File: src/gray4_framebuffer_glyph_renderer_macros.svh
// ----------------------------------------------------------------------------
// gray4 framebuffer glyph renderer assertion macros
// concurrent check helpers, empty when SYNTH is defined
// ----------------------------------------------------------------------------
`ifndef GRAY4_FRAMEBUFFER_GLYPH_RENDERER_MACROS_SVH
`define GRAY4_FRAMEBUFFER_GLYPH_RENDERER_MACROS_SVH

`ifndef SYNTH

`define GFB_ASSERT_NEVER(lbl, expr, msg) \
  lbl: assert property (@(posedge clk) disable iff (!rst_n) !(expr)) \
    else $error(msg);

`define GFB_ASSERT_IMPL(lbl, ante, cons, msg) \
  lbl: assert property (@(posedge clk) disable iff (!rst_n) (ante) |-> (cons)) \
    else $error(msg);

`else

`define GFB_ASSERT_NEVER(lbl, expr, msg)

`define GFB_ASSERT_IMPL(lbl, ante, cons, msg)

`endif

`endif

File: src/gfb_pkg.sv
// ----------------------------------------------------------------------------
// gfb_pkg
// shared types, constants and glyph rom for the gray4 framebuffer renderer
// ----------------------------------------------------------------------------
`timescale 1ns / 1ps

package gfb_pkg;

  localparam int DEF_SCREEN_WIDTH  = 128;
  localparam int DEF_SCREEN_HEIGHT = 128;
  localparam int GLYPH_COLS        = 5;
  localparam int GLYPH_ROWS        = 7;
  localparam int MAX_ROW_OUT       = 64;

  localparam logic [7:0] NIB_LO_MASK = 8'h0F;
  localparam logic [7:0] NIB_HI_MASK = 8'hF0;

  typedef enum logic [1:0] {
    OP_CLEAR    = 2'd0,
    OP_PIXEL    = 2'd1,
    OP_GLYPH    = 2'd2,
    OP_READ_ROW = 2'd3
  } gfb_op_t;

  typedef struct packed {
    logic load;
    logic fill_wr;
    logic fill_zero;
    logic pix_rd;
    logic pix_wr;
    logic adv_pix;
    logic adv_row;
    logic row_rd;
  } gfb_cmd_t;

  typedef struct packed {
    logic row_ok;
    logic glyph_ok;
    logic sweep_last;
    logic row_last_byte;
    logic bit_set;
    logic on_screen;
    logic pix_end;
    logic row_end;
  } gfb_sts_t;

  function automatic logic [7:0] glyph_column(input logic [6:0] code, input logic [2:0] col);
    logic [39:0] g;
    logic [7:0]  c;
    unique case (code)
      7'h61:   g = {8'h20, 8'h54, 8'h54, 8'h54, 8'h78};
      7'h62:   g = {8'h7F, 8'h48, 8'h44, 8'h44, 8'h38};
      7'h63:   g = {8'h38, 8'h44, 8'h44, 8'h44, 8'h20};
      7'h64:   g = {8'h38, 8'h44, 8'h44, 8'h48, 8'h7F};
      7'h65:   g = {8'h38, 8'h54, 8'h54, 8'h54, 8'h18};
      7'h66:   g = {8'h08, 8'h7E, 8'h09, 8'h01, 8'h02};
      7'h67:   g = {8'h0C, 8'h52, 8'h52, 8'h52, 8'h3E};
      7'h68:   g = {8'h7F, 8'h08, 8'h04, 8'h04, 8'h78};
      7'h69:   g = {8'h00, 8'h44, 8'h7D, 8'h40, 8'h00};
      7'h6A:   g = {8'h20, 8'h40, 8'h44, 8'h3D, 8'h00};
      7'h6B:   g = {8'h7F, 8'h10, 8'h28, 8'h44, 8'h00};
      7'h6C:   g = {8'h00, 8'h41, 8'h7F, 8'h40, 8'h00};
      7'h6D:   g = {8'h7C, 8'h04, 8'h18, 8'h04, 8'h78};
      7'h6E:   g = {8'h7C, 8'h08, 8'h04, 8'h04, 8'h78};
      7'h6F:   g = {8'h38, 8'h44, 8'h44, 8'h44, 8'h38};
      7'h70:   g = {8'h7C, 8'h14, 8'h14, 8'h14, 8'h08};
      7'h71:   g = {8'h08, 8'h14, 8'h14, 8'h18, 8'h7C};
      7'h72:   g = {8'h7C, 8'h08, 8'h04, 8'h04, 8'h08};
      7'h73:   g = {8'h48, 8'h54, 8'h54, 8'h54, 8'h20};
      7'h74:   g = {8'h04, 8'h3F, 8'h44, 8'h40, 8'h20};
      7'h75:   g = {8'h3C, 8'h40, 8'h40, 8'h20, 8'h7C};
      7'h76:   g = {8'h1C, 8'h20, 8'h40, 8'h20, 8'h1C};
      7'h77:   g = {8'h3C, 8'h40, 8'h30, 8'h40, 8'h3C};
      7'h78:   g = {8'h44, 8'h28, 8'h10, 8'h28, 8'h44};
      7'h79:   g = {8'h0C, 8'h50, 8'h50, 8'h50, 8'h3C};
      7'h7A:   g = {8'h44, 8'h64, 8'h54, 8'h4C, 8'h44};
      7'h30:   g = {8'h3E, 8'h51, 8'h49, 8'h45, 8'h3E};
      7'h31:   g = {8'h00, 8'h42, 8'h7F, 8'h40, 8'h00};
      7'h32:   g = {8'h42, 8'h61, 8'h51, 8'h49, 8'h46};
      7'h33:   g = {8'h21, 8'h41, 8'h45, 8'h4B, 8'h31};
      7'h34:   g = {8'h18, 8'h14, 8'h12, 8'h7F, 8'h10};
      7'h35:   g = {8'h27, 8'h45, 8'h45, 8'h45, 8'h39};
      7'h36:   g = {8'h3C, 8'h4A, 8'h49, 8'h49, 8'h30};
      7'h37:   g = {8'h01, 8'h71, 8'h09, 8'h05, 8'h03};
      7'h38:   g = {8'h36, 8'h49, 8'h49, 8'h49, 8'h36};
      7'h39:   g = {8'h06, 8'h49, 8'h49, 8'h29, 8'h1E};
      7'h3A:   g = {8'h00, 8'h36, 8'h36, 8'h00, 8'h00};
      7'h2E:   g = {8'h00, 8'h60, 8'h60, 8'h00, 8'h00};
      7'h21:   g = {8'h00, 8'h00, 8'h5F, 8'h00, 8'h00};
      7'h2D:   g = {8'h08, 8'h08, 8'h08, 8'h08, 8'h08};
      7'h3E:   g = {8'h00, 8'h41, 8'h22, 8'h14, 8'h08};
      default: g = '0;
    endcase
    unique case (col)
      3'd0:    c = g[39:32];
      3'd1:    c = g[31:24];
      3'd2:    c = g[23:16];
      3'd3:    c = g[15:8];
      3'd4:    c = g[7:0];
      default: c = 8'h00;
    endcase
    return c;
  endfunction

endpackage

File: src/gfb_ctrl.sv
// ----------------------------------------------------------------------------
// gfb_ctrl
// sequencer for reset clear, fill, pixel rmw, glyph walk and row streaming
// ----------------------------------------------------------------------------
`timescale 1ns / 1ps

module gfb_ctrl (
  input  logic              clk,
  input  logic              rst_n,
  input  logic              start,
  input  logic [1:0]        op,
  input  gfb_pkg::gfb_sts_t sts,
  output gfb_pkg::gfb_cmd_t cmd,
  output logic              busy
);
  import gfb_pkg::*;

  typedef enum logic [2:0] {
    S_INIT,
    S_IDLE,
    S_FILL,
    S_PRD,
    S_PWR,
    S_GLYPH,
    S_GWR,
    S_ROW
  } state_t;

  state_t state_r;
  state_t state_nxt;

  always_comb begin
    cmd       = '0;
    state_nxt = state_r;
    unique case (state_r)
      S_INIT: begin
        cmd.fill_wr   = 1'b1;
        cmd.fill_zero = 1'b1;
        if (sts.sweep_last) state_nxt = S_IDLE;
      end
      S_IDLE: begin
        if (start) begin
          cmd.load = 1'b1;
          unique case (gfb_op_t'(op))
            OP_CLEAR:    state_nxt = S_FILL;
            OP_PIXEL:    state_nxt = S_PRD;
            OP_GLYPH:    state_nxt = sts.glyph_ok ? S_GLYPH : S_IDLE;
            OP_READ_ROW: state_nxt = sts.row_ok ? S_ROW : S_IDLE;
            default:     state_nxt = S_IDLE;
          endcase
        end
      end
      S_FILL: begin
        cmd.fill_wr = 1'b1;
        if (sts.sweep_last) state_nxt = S_IDLE;
      end
      S_PRD: begin
        if (sts.on_screen) begin
          cmd.pix_rd = 1'b1;
          state_nxt  = S_PWR;
        end else begin
          state_nxt = S_IDLE;
        end
      end
      S_PWR: begin
        cmd.pix_wr = 1'b1;
        state_nxt  = S_IDLE;
      end
      S_GLYPH: begin
        priority if (!sts.bit_set) begin
          cmd.adv_row = 1'b1;
          if (sts.row_end) state_nxt = S_IDLE;
        end else if (sts.on_screen) begin
          cmd.pix_rd = 1'b1;
          state_nxt  = S_GWR;
        end else begin
          cmd.adv_pix = 1'b1;
          if (sts.pix_end) state_nxt = S_IDLE;
        end
      end
      S_GWR: begin
        cmd.pix_wr  = 1'b1;
        cmd.adv_pix = 1'b1;
        state_nxt   = sts.pix_end ? S_IDLE : S_GLYPH;
      end
      S_ROW: begin
        cmd.row_rd = 1'b1;
        if (sts.row_last_byte) state_nxt = S_IDLE;
      end
      default: state_nxt = S_IDLE;
    endcase
  end

  always_ff @(posedge clk) begin
    if (!rst_n) begin
      state_r <= S_INIT;
    end else begin
      state_r <= state_nxt;
    end
  end

  assign busy = (state_r != S_IDLE);

endmodule

File: config.mk
export PLATFORM = sky130hd
export DESIGN_NAME = gfb_ctrl
export DESIGN_NICKNAME = d
export VERILOG_FILES = /design/src/gray4_framebuffer_glyph_renderer_macros.svh /design/src/gfb_pkg.sv /design/src/gfb_ctrl.sv
export SDC_FILE = /design/constraint.sdc
export NUM_CORES = 1
export LEC_CHECK = 0
export ABC_AREA = 1
export BUFFER_PORTS_ARGS = -buffer_cell sky130_fd_sc_hd__buf_2
export CAP_MARGIN = 25
export CELL_PAD_IN_SITES_DETAIL_PLACEMENT = 0
export CELL_PAD_IN_SITES_GLOBAL_PLACEMENT = 2
export CORE_MARGIN = 1.5
export CORE_UTILIZATION = 18
export DETAILED_ROUTE_END_ITERATION = 7
export HOLD_SLACK_MARGIN = 0.03
export PLACE_DENSITY = 0.83
export RECOVER_POWER = 25
export SLEW_MARGIN = 30
export SYNTH_ARGS = -nofsm -noshare
export SYNTH_HDL_FRONTEND = slang
export SYNTH_SLANG_ARGS = --single-unit
export TNS_END_PERCENT = 1
File: constraint.sdc
create_clock -name clk -period 2.1 [get_ports clk]
set_input_delay 0.21 -clock clk [delete_from_list [all_inputs] [get_ports clk]]
set_output_delay 0.21 -clock clk [all_outputs]
set_load 0.05 [all_outputs]
Word-level counts from Yosys, hierarchy flattened
Cells that the tools add are included.

Output and inout bits: 9. Register bits: 3. Word-level logic and storage cells: 49. Input port bits: 13.

Mux-type cells: 27. Reductions and logical operators: 5. Equal/unequal tests: 16.

Operators with widths (count): 2-to-1 mux 3 bit (11); one-hot mux 3 bit (7 select lines) (1); equality test 3 bit, second input constant (4); 2-to-1 mux 1 bit (12); one-hot mux 3 bit (4 select lines) (1); equality test 3 x 2 -> 1 bit, second input constant (2); AND reduction 5 bit (1); equality test 2 bit, second input constant (2); inequality test 2 bit, second input constant (2); inequality test 4 bit, second input constant (1); one-hot mux 1 bit (2 select lines) (2); OR reduction 2 bit (2); equality test 3 x 1 -> 1 bit, second input constant (1); zero test 3 bit (1); inequality test 3 x 1 -> 1 bit, second input constant (1); inequality test 3 bit, second input constant (1); equality test 2 x 1 -> 1 bit, second input constant (1); zero test 2 bit (1); inequality test 2 x 1 -> 1 bit, second input constant (1).

Logic depth before layout (Yosys ltp)
Gate-level depths: netlist (run 1).

Depth in word-level cells: 4. Mapped depth: 8. Gate-level depth less buffers: 8.

Least setup slack after synthesis (run 1)
OpenSTA, ideal clock, no wires.

Kind: register to output. From: register state_r[2]. To: output port cmd[2] (netlist bit). Slack: 0.221 ns. Cell stages (with the launch flop): 3. Arrival time: 1.669 ns. Data required time: 1.890 ns. Buffers on the path: 0. Path through: dfxtp_1 -> nand3_2 -> o21ai_0.

RTL lines: from (decl) (line gfb_ctrl.sv:29) `state_t state_r;`; from (signal assigned) (line gfb_ctrl.sv:98) `state_r <= state_nxt;`; to (decl) (line gfb_ctrl.sv:13) `output gfb_pkg::gfb_cmd_t cmd,`.

==> results of run 1 <==
## worst min path at each step
| stage | from | to | slack, ns | cells past startpoint |
|---|---|---|---|---|
| 6_report | rst_n | state_r[1]$_SDFFE_PN0P_ | 0.23 | 3 |
| 5_1_grt | rst_n | state_r[1]$_SDFFE_PN0P_ | 0.24 | 3 |
| 4_1_cts | rst_n | state_r[2]$_SDFFE_PN0P_ | 0.23 | 3 |
| 3_5_place_dp | rst_n | state_r[2]$_SDFFE_PN0P_ | 0.47 | 3 |
| 3_3_place_gp | rst_n | state_r[2]$_SDFFE_PN0P_ | 0.47 | 3 |
| 2_1_floorplan | rst_n | state_r[1]$_SDFFE_PN0P_ | 0.33 | 2 |
## cells by family after synthesis
kind of cell / count (synthesis) / synth area share [%]
buffers and inverters: 13 / 13.3
DFF: 3 / 16.3
AOI/OAI and AO/OA: 9 / 12.9
and+or+nand+nor: 48 / 57.5
## power by group
part / internal (mW) / switching [mW]
registers: 0.0751 / 0.0286
logic: 0.0948 / 0.289
clock network: 0.0710 / 0.0270
## cell type report
class | count | area [um^2]
sequential | 3 | 60.1
multi-input combinational | 57 | 251
tap | 27 | 33.8
timing repair buffer | 21 | 105
clock buffer | 4 | 26.3
inverter | 13 | 48.8
fill | 232 | 1420
## synthesized netlist by cell type
library cell / n / share of area [%]
nand2_1: 18 / 18
nor2_1: 18 / 18
inv_1: 12 / 12
a21oi_1: 6 / 8.2
nand3_1: 4 / 5.4
dfxtp_1: 3 / 16
nand3_2: 2 / 5.4
nor3_1: 2 / 2.7
o21ai_0: 2 / 2.7
inv_2: 1 / 1.0
nand2_2: 1 / 1.7
nand3b_1: 1 / 2.0
nor2_2: 1 / 1.7
o211ai_1: 1 / 2.0
or2_2: 1 / 1.7
## worst reg2reg max path: stages (launching register included)
cell and delay [ns]:
dfxtp_1 0.43, inv_1 0.10, nand3_1 0.21, nor2_1 0.07, nor2_1 0.11, nand2_1 0.07
nor2_1 0.16, nor2_1 0.06, nor2_1 0.09
## metrics by stage
step	power, mW	util, %	area [um^2]	hold WS [ns]	cells
2_1_floorplan	0.409	-	368	0.331	73
6_report	0.586	27.1	526	0.231	125
3_3_place_gp	0.498	26.1	507	0.468	121
4_1_cts	0.602	27.4	533	0.225	125
5_1_grt	0.637	27.1	526	0.236	125
3_5_place_dp	0.499	26.1	507	0.468	121
## metal layers
layer	vias up	wire length (um)	global-route usage (%)	share of wire, %
li1	278	-	-	-
met1	209	477	12.8	48
met2	14	474	18.4	47
met3	0	52	0	5.2
met4	0	0	3.24	0
met5	-	0	0	0
==> key figures, run 1 <==
Logic synthesis
  – Post-Syn Nets: 86
  – Post-synthesis sequential area ratio: 16.3%
  – Syn avg cell area: around 5.0 um^2
  – Mapped Area: ~370 um^2
  – Yosys Warn Count: 0
  – Synthesized flop and latch total: 3
  – Synthesized instance count: 73
  – Netlist cell types: 15

GRT
  – GRT Total Usage: between 10% and 20%
  – Vias in the first global route: 433
  – Initial antenna violation count: 0
  – Total gr overflow: 0
  – First-pass GRT wire length: between 1.5 and 2 mm
  – Largest net degree at the start of global routing: 8

Final layout
  – Ratio of cells with drive above 1 in the final layout: between 20% and 30%
  – Top flop regs: state_r (3)
  – Most frequent cells in the layout: 21 x buf_2, 19 x nor2_1, 18 x nand2_1
  – Most common cell after layout, fill and taps aside: buf_2
  – # diodes: 0
  – Max reg flops: 3
  – Area Overhead vs Synth: 42.9%
  – Final net count: around 110
  – Top reg by flops: state_r

Timing
  – Setup TNS: 0 ns
  – Fin. Hold Viols: 0
  – RSZ-0062 raised after global routing: no
  – Fin crit period: roughly 1.7 ns
  – Crit share post-route: 79.8%
  – Slew Limit Fails: 0
  – Final WS setup: 0.424 ns
  – Setup violators final: 0
  – Max Freq: 0.597 GHz
  – Slew headroom: 82.9%
  – Clk_skew: 0.000691 ns
  – Least-Margin Pin Slew: approximately 0.26 ns

Floorplan
  – Die X: 48.2 um
  – Area of the core: 0.00194 mm^2
  – I/O pins: 22
  – Die height: between 40 and 50 um
  – Die Area: about 0.0023 mm^2
  – Rows: 16
  – Initial Utilization: 18.9%

Worst setup path
  – Worst setup EP type: output port
  – Worst-case reg-to-reg path depth: 8
  – Req. time, crit path: 1.89 ns
  – CP top delay family: flip-flops
  – Crit path max-delay cell type: dfxtp_1
  – WP data arrival: ~1.5 ns
  – R2r endpoint: state_r[1]$_SDFFE_PN0P_
  – CP Max Fanout: 7
  – Critical path's largest stage delay: 0.43 ns
  – Most used cell, CP: inv_1
  – Worst setup path startpoint: state_r[1]$_SDFFE_PN0P_
  – Cells along the critical path: inv_1 > nand3_1 > nor2_1 > a21oi_1 > inv_1 > buf_2
  – Critical Path Start Type: flop
  – R2R Setup Slk: 0.73 ns
  – CP bufs+invs: 3
  – Crit path capture: cmd[4]
  – WP depth: 6
  – Critical path type: flop to output port
  – Worst r2r src: state_r[1]$_SDFFE_PN0P_

Detailed routing
  – Avg Vias per Cell: 4.01
  – Number of nets still failing antenna checks after routing: 0
  – 1st-pass router iterations: 4
  – WL/cell: approximately 8 um
  – Final WL: 1.00 mm
  – Drt initial violations: 8
  – DRC: 0
  – Vias: around 500

Clock network
  – CTS tree: yes
  – Post-CTS Hold Buffers: 0
  – Number of post-CTS setup repair buffers: 0
  – Clock net sink count: 3
  – CTS Buf Count: 3
  – Clock latency on the worst-skew pair: approximately 0.23 ns
  – Clock root buffer: clkbuf_4
  – Clk slew on worst S/H paths: 0.04 ns
  – Clock H-tree levels: 1
  – Max clock buf depth: 2
  – Post-cts resize count: 0

Outcome
  – Status: complete, no violations

Placement
  – Pre-CTS WS: about 0.75 ns
  – Number of port buffers: 21
  – GP Congestion: slightly above 0.7
  – HPWL Detailed: approximately 850 um

Power and ir drop
  – Max VDD drop: 0.000470 V
  – Lkg Pwr: around 0.3 nW
  – PwrDens: 1120 mW/mm^2

Run
  – Max-Cap Viols: 0

Worst hold path
  – Hold crit path type: input port to flop
(Power assumes the default switching activity.)
==> inputs of run 2 (changes only) <==
CORE_UTILIZATION = 15   (was 18)
PLACE_DENSITY = 0.74   (was 0.83)
clock period = 1.5 ns   (was 2.1 ns; I/O delays follow)
==> run 2 against run 1 <==
Effect of this change:
- clock power up 45%
- first-iteration DRC count down 38%
- register-to-register slack worse by 0.40 ns
- via count up 5.4%
- critical path depth down 1
- non-clock buffer count unchanged
- final area up 6.9%
- worst setup slack worse by 0.32 ns
- sequential share of layout area down 0.070 points
==> key figures, run 2 (synthesized netlist as in run 1, its figures left out) <==
Worst setup path
  – Crit path max-delay cell type: dfxtp_2
  – Critical path's largest stage delay: 0.39 ns
  – Crit path capture: cmd[4]
  – Worst setup path startpoint: state_r[0]$_SDFFE_PN0P_
  – Critical path type: flop to output port
  – CP bufs+invs: 2
  – R2R Setup Slk: 0.33 ns
  – CP top delay family: flip-flops
  – Worst setup EP type: output port
  – WP depth: 5
  – R2r endpoint: state_r[1]$_SDFFE_PN0P_
  – WP data arrival: 1.25 ns
  – CP Max Fanout: 6
  – Worst r2r src: state_r[2]$_SDFFE_PN0P_
  – Worst-case reg-to-reg path depth: 7
  – Cells along the critical path: nand2_1 > nor2_1 > a21oi_2 > inv_1 > buf_4
  – Req. time, crit path: 1.35 ns
  – Critical Path Start Type: flop

Timing
  – Least-Margin Pin Slew: about 0.25 ns
  – Slew headroom: 83.6%
  – RSZ-0062 raised after global routing: no
  – Crit share post-route: 93.0%
  – Fin. Hold Viols: 0
  – Setup violators final: 0
  – Final WS setup: between 0.1 and 0.15 ns
  – Slew Limit Fails: 0
  – Max Freq: 0.717 GHz
  – Clk_skew: around 0.0015 ns
  – Fin crit period: 1.40 ns

Clock network
  – Clock latency on the worst-skew pair: 0.23 ns
  – Clock net sink count: 3
  – Clock H-tree levels: 1
  – Clock root buffer: clkbuf_4
  – Clk slew on worst S/H paths: 0.04 ns
  – CTS Buf Count: 3
  – Max clock buf depth: 2
  – CTS tree: yes

Detailed routing
  – 1st-pass router iterations: 4
  – Number of nets still failing antenna checks after routing: 0
  – Vias: 528
  – Final WL: 1.09 mm
  – DRC: 0
  – WL/cell: 8.65 um
  – Drt initial violations: 5
  – Avg Vias per Cell: 4.19

Placement
  – GP Congestion: 0.727
  – HPWL Detailed: 896 um
  – Number of port buffers: 21
  – Pre-CTS WS: between 0.15 and 0.2 ns

GRT
  – Initial antenna violation count: 0
  – GRT Total Usage: 9.11%
  – Vias in the first global route: about 460
  – First-pass GRT wire length: ~1.8 mm
  – Largest net degree at the start of global routing: 8
  – Total gr overflow: 0

Power and ir drop
  – Max VDD drop: 0.000649 V
  – Lkg Pwr: 0.302 nW
  – Power, Total: 0.864 mW
  – PwrDens: 1540 mW/mm^2

Floorplan
  – Die Area: 0.00276 mm^2
  – I/O pins: 22
  – Area of the core: between 0.002 and 0.0025 mm^2
  – Die height: 52.5 um
  – Rows: 17
  – Die X: roughly 53 um
  – Initial Utilization: 16.3%

Final layout
  – Max reg flops: 3
  – Register area: 63.8 um^2
  – Final net count: approximately 110
  – Ratio of cells with drive above 1 in the final layout: between 30% and 40%
  – # diodes: 0
  – Most common cell after layout, fill and taps aside: buf_2
  – Area Overhead vs Synth: 52.7%
  – Multi-input logic area: approximately 280 um^2
  – Fill cells: 288
  – Most frequent cells in the layout: 19 x buf_2, 18 x nand2_1, 17 x nor2_1
  – Top flop regs: state_r (3)
  – Top reg by flops: state_r
  – Fin util: 24.9%

Outcome
  – Status: complete, no violations

Worst hold path
  – Hold crit path type: input port to flop

Run
  – Max-Cap Viols: 0
==> run 2: metrics by stage <==
step / std cells / hold WS (ns) / TNS [ns] / area, um^2
3_5_place_dp: 122 / 0.409 / 0 / 508
5_1_grt: 126 / 0.158 / 0 / 562
6_report: 126 / 0.160 / 0 / 562
4_1_cts: 126 / 0.154 / 0 / 538
2_1_floorplan: 73 / 0.271 / -0.309 / 368
3_3_place_gp: 122 / 0.409 / 0 / 508
==> run 2: worst reg2reg max path: stages (launching register included) <==
cell and delay, ns:
dfxtp_2 0.39, inv_2 0.09, nand3_2 0.14, nor2_1 0.07, a21oi_1 0.17, nand3_1 0.11, nand2_1 0.06, nor2_1 0.03
==> run 2: timing repair <==
action,4_1_cts,5_1_grt
buffers inserted,0,0
pin swaps,0,0
gates resized for setup,2,7
hold buffers,0,0
setup endpoints to repair,1,4
==> run 2: area by class of cell <==
class,instances,area share [%]
clock buffers,4,4.68
inverters,13,8.69
multi-input cells,57,49.4
flip-flops and latches,3,11.4
well taps,28,6.24
repair buffers,21,19.6
==> run 2: how the worst min path moves through the flow <==
stage | startpoint | endpoint | slack [ns] | cells after the start
global route | rst_n | state_r[2]$_SDFFE_PN0P_ | 0.16 | 3
finish | rst_n | state_r[1]$_SDFFE_PN0P_ | 0.16 | 3
CTS | rst_n | state_r[1]$_SDFFE_PN0P_ | 0.15 | 3
detailed placement | rst_n | state_r[2]$_SDFFE_PN0P_ | 0.41 | 3
floorplan | rst_n | state_r[1]$_SDFFE_PN0P_ | 0.27 | 2
global placement | rst_n | state_r[1]$_SDFFE_PN0P_ | 0.41 | 3
==> run 2: metal layers <==
layer  vias to the layer above  GRT usage [%]  wire length (um)
met1                       234           10.4               536
met2                        14           14.4               508
li1                        280              -                 -
met5                         -              0                 0
met3                         0           1.71                46
met4                         0           7.69                 0
==> run 2: power breakdown <==
group          leakage [nW]  internal, mW  switching (mW)
combinational         0.261         0.144           0.420
clock                0.0150        0.0997          0.0422
sequential           0.0258         0.111          0.0468
==> inputs of run 3 (changes only) <==
CORE_ASPECT_RATIO = 1.25   (was not set)
==> run 3 against run 2 <==
Effect of this change:
- maximum frequency up 0.49%
- sequential power about the same
- worst hold slack better by 0.0017 ns
- first-iteration DRC count increased by 60%
- sequential share of layout area grew 0.10 points
- flip-flop and latch count did not move
- utilization decreased by 0.26 points
- global-route usage is 0.076 points lower
- final area shrank 0.89%
- highest routed layer is now met4
- worst setup slack improved by 0.0068 ns
- total power decreased by 0.92%
- critical path type unchanged
==> key figures, run 3 (synthesized netlist as in run 1, its figures left out) <==
Final layout
  – Max reg flops: 3
  – # diodes: 0
  – Final net count: 112
  – Finished Layout Cells: ~130
  – Area Overhead vs Synth: 51.4%
  – Top reg by flops: state_r
  – Ratio of cells with drive above 1 in the final layout: between 30% and 40%
  – Fill cells: 281
  – Top flop regs: state_r (3)
  – Most common cell after layout, fill and taps aside: buf_2
  – Finished Cell Area: 557 um^2
  – Most frequent cells in the layout: 19 x buf_2, 18 x nand2_1, 17 x nor2_1

GRT
  – Initial antenna violation count: 0
  – Vias in the first global route: 461
  – Total gr overflow: 0
  – First-pass GRT wire length: 1.73 mm
  – GRT Total Usage: 9.03%
  – Largest net degree at the start of global routing: 8

Placement
  – Area after DPL: just over 500 um^2
  – Number of port buffers: 21
  – HPWL Detailed: 881 um
  – GP Congestion: about 0.77
  – Pre-CTS WS: 0.200 ns
  – Placed instance count: roughly 130

Detailed routing
  – Number of nets still failing antenna checks after routing: 0
  – 1st-pass router iterations: 2
  – Final WL: 1.04 mm
  – Vias: 494
  – Avg Vias per Cell: 3.83
  – Drt initial violations: 8
  – DRC: 0
  – WL/cell: between 8 and 9 um

Power and ir drop
  – Sw Share: 59.0%
  – Net Sw Power: 0.505 mW
  – Logic gate share of total power: between 60 and 70%
  – Seq pwr share: 18.4%
  – Power share of the clock group: around 17%
  – Internal power: between 0.3 and 0.4 mW
  – Max VDD drop: 0.000677 V
  – Lkg Pwr: 0.300 nW
  – PwrDens: 1540 mW/mm^2

Timing
  – Slew headroom: 83.2%
  – Fin crit period: 1.39 ns
  – Max Freq: 0.720 GHz
  – Fin. Hold Viols: 0
  – Least-Margin Pin Slew: 0.253 ns
  – Slew Limit Fails: 0
  – RSZ-0062 raised after global routing: no
  – Setup violators final: 0
  – Final WS setup: about 0.11 ns
  – Crit share post-route: 92.6%
  – Setup TNS: 0 ns
  – Clk_skew: 0.00151 ns
  – Worst hold slack: 0.162 ns

Clock network
  – Max clock buf depth: 2
  – Clock H-tree levels: 1
  – CTS tree: yes
  – Post-CTS Hold Buffers: 0
  – Clock net sink count: 3
  – Clock root buffer: clkbuf_4
  – Clock latency on the worst-skew pair: 0.24 ns
  – Number of post-CTS setup repair buffers: 0
  – Clk slew on worst S/H paths: 0.04 ns
  – CTS Buf Count: 3

Floorplan
  – Initial Utilization: 16.3%
  – Rows: 19
  – Area of the core: 0.00226 mm^2
  – I/O pins: 22
  – Die height: around 58 um
  – Die Area: 0.00276 mm^2
  – Die X: 47.3 um

Worst hold path
  – Hold_sp: rst_n
  – Hold crit path type: input port to flop
  – Worst hold stages: 3

Worst setup path
  – Cells along the critical path: inv_1 > nand3_4 > nor2_2 > a21oi_1 > inv_1 > buf_4
  – Crit path max-delay cell type: dfxtp_2
  – Most used cell, CP: inv_1
  – R2R Setup Slk: 0.29 ns
  – Worst r2r src: state_r[2]$_SDFFE_PN0P_
  – Critical Path Start Type: flop
  – Critical path type: flop to output port
  – CP Max Fanout: 7
  – Worst setup EP type: output port
  – WP depth: 6
  – CP bufs+invs: 3
  – Critical path's largest stage delay: ~0.37 ns
  – Req. time, crit path: 1.35 ns
  – CP top delay family: flip-flops
  – WP data arrival: ~1.2 ns
  – Worst setup path startpoint: state_r[1]$_SDFFE_PN0P_
  – Worst-case reg-to-reg path depth: 7

Run
  – Max-Cap Viols: 0

Outcome
  – Status: complete, no violations
run 3: cell counts in the layout (fill, tap and decap cells not counted):
No cell type changed its count.
run 3: timing repair:
item                                   4_1_cts  5_1_grt
gates cloned                                 0        0
resized for setup                            2        6
endpoints found under the hold margin        0        0
setup endpoints to repair                    1        3
run 3: final cells by class:
type	count	area [um^2]	share of cell area [%]
Multi-Input combinational cell	57	269	48.3
Timing Repair Buffer	21	110	19.8
Sequential cell	3	63.8	11.5
Inverter	13	48.8	8.76
Tap cell	31	38.8	6.97
Clock buffer	4	26.3	4.72
run 3: worst paths after layout:
path	end
min	state_r[1]$_SDFFE_PN0P_
max reg2reg	state_r[0]$_SDFFE_PN0P_
max	cmd[4]
min reg2reg	state_r[1]$_SDFFE_PN0P_
run 3: power by group through the flow:
stage                     combinational, mW  sequential (mW)  clock [mW]
after global placement                0.560            0.146           0
final                                 0.554            0.158       0.144
after detailed placement              0.555            0.148           0
after CTS                             0.560            0.148       0.150
after floorplan                       0.433            0.140           0
after global routing                  0.611            0.169       0.152
run 3: metal layers:
| layer | global-route usage, % | up-vias | routed length [um] |
|---|---|---|---|
| li1 | - | 275 | - |
| met1 | 9.98 | 201 | 469 |
| met2 | 14.3 | 16 | 497 |
| met3 | 1.84 | 2 | 56 |
| met4 | 7.14 | 0 | 13 |
| met5 | 0 | - | 0 |
run 3: metrics by stage:
step	power (mW)	util [%]
2_1_floorplan	0.573	-
3_3_place_gp	0.706	22.7
3_5_place_dp	0.703	22.7
4_1_cts	0.859	24.0
5_1_grt	0.932	24.7
6_report	0.856	24.7
run 3: worst min-delay path: stages:
cell     delay, ns
buf_2         0.11
nand2_1       0.06
nor2_1        0.03
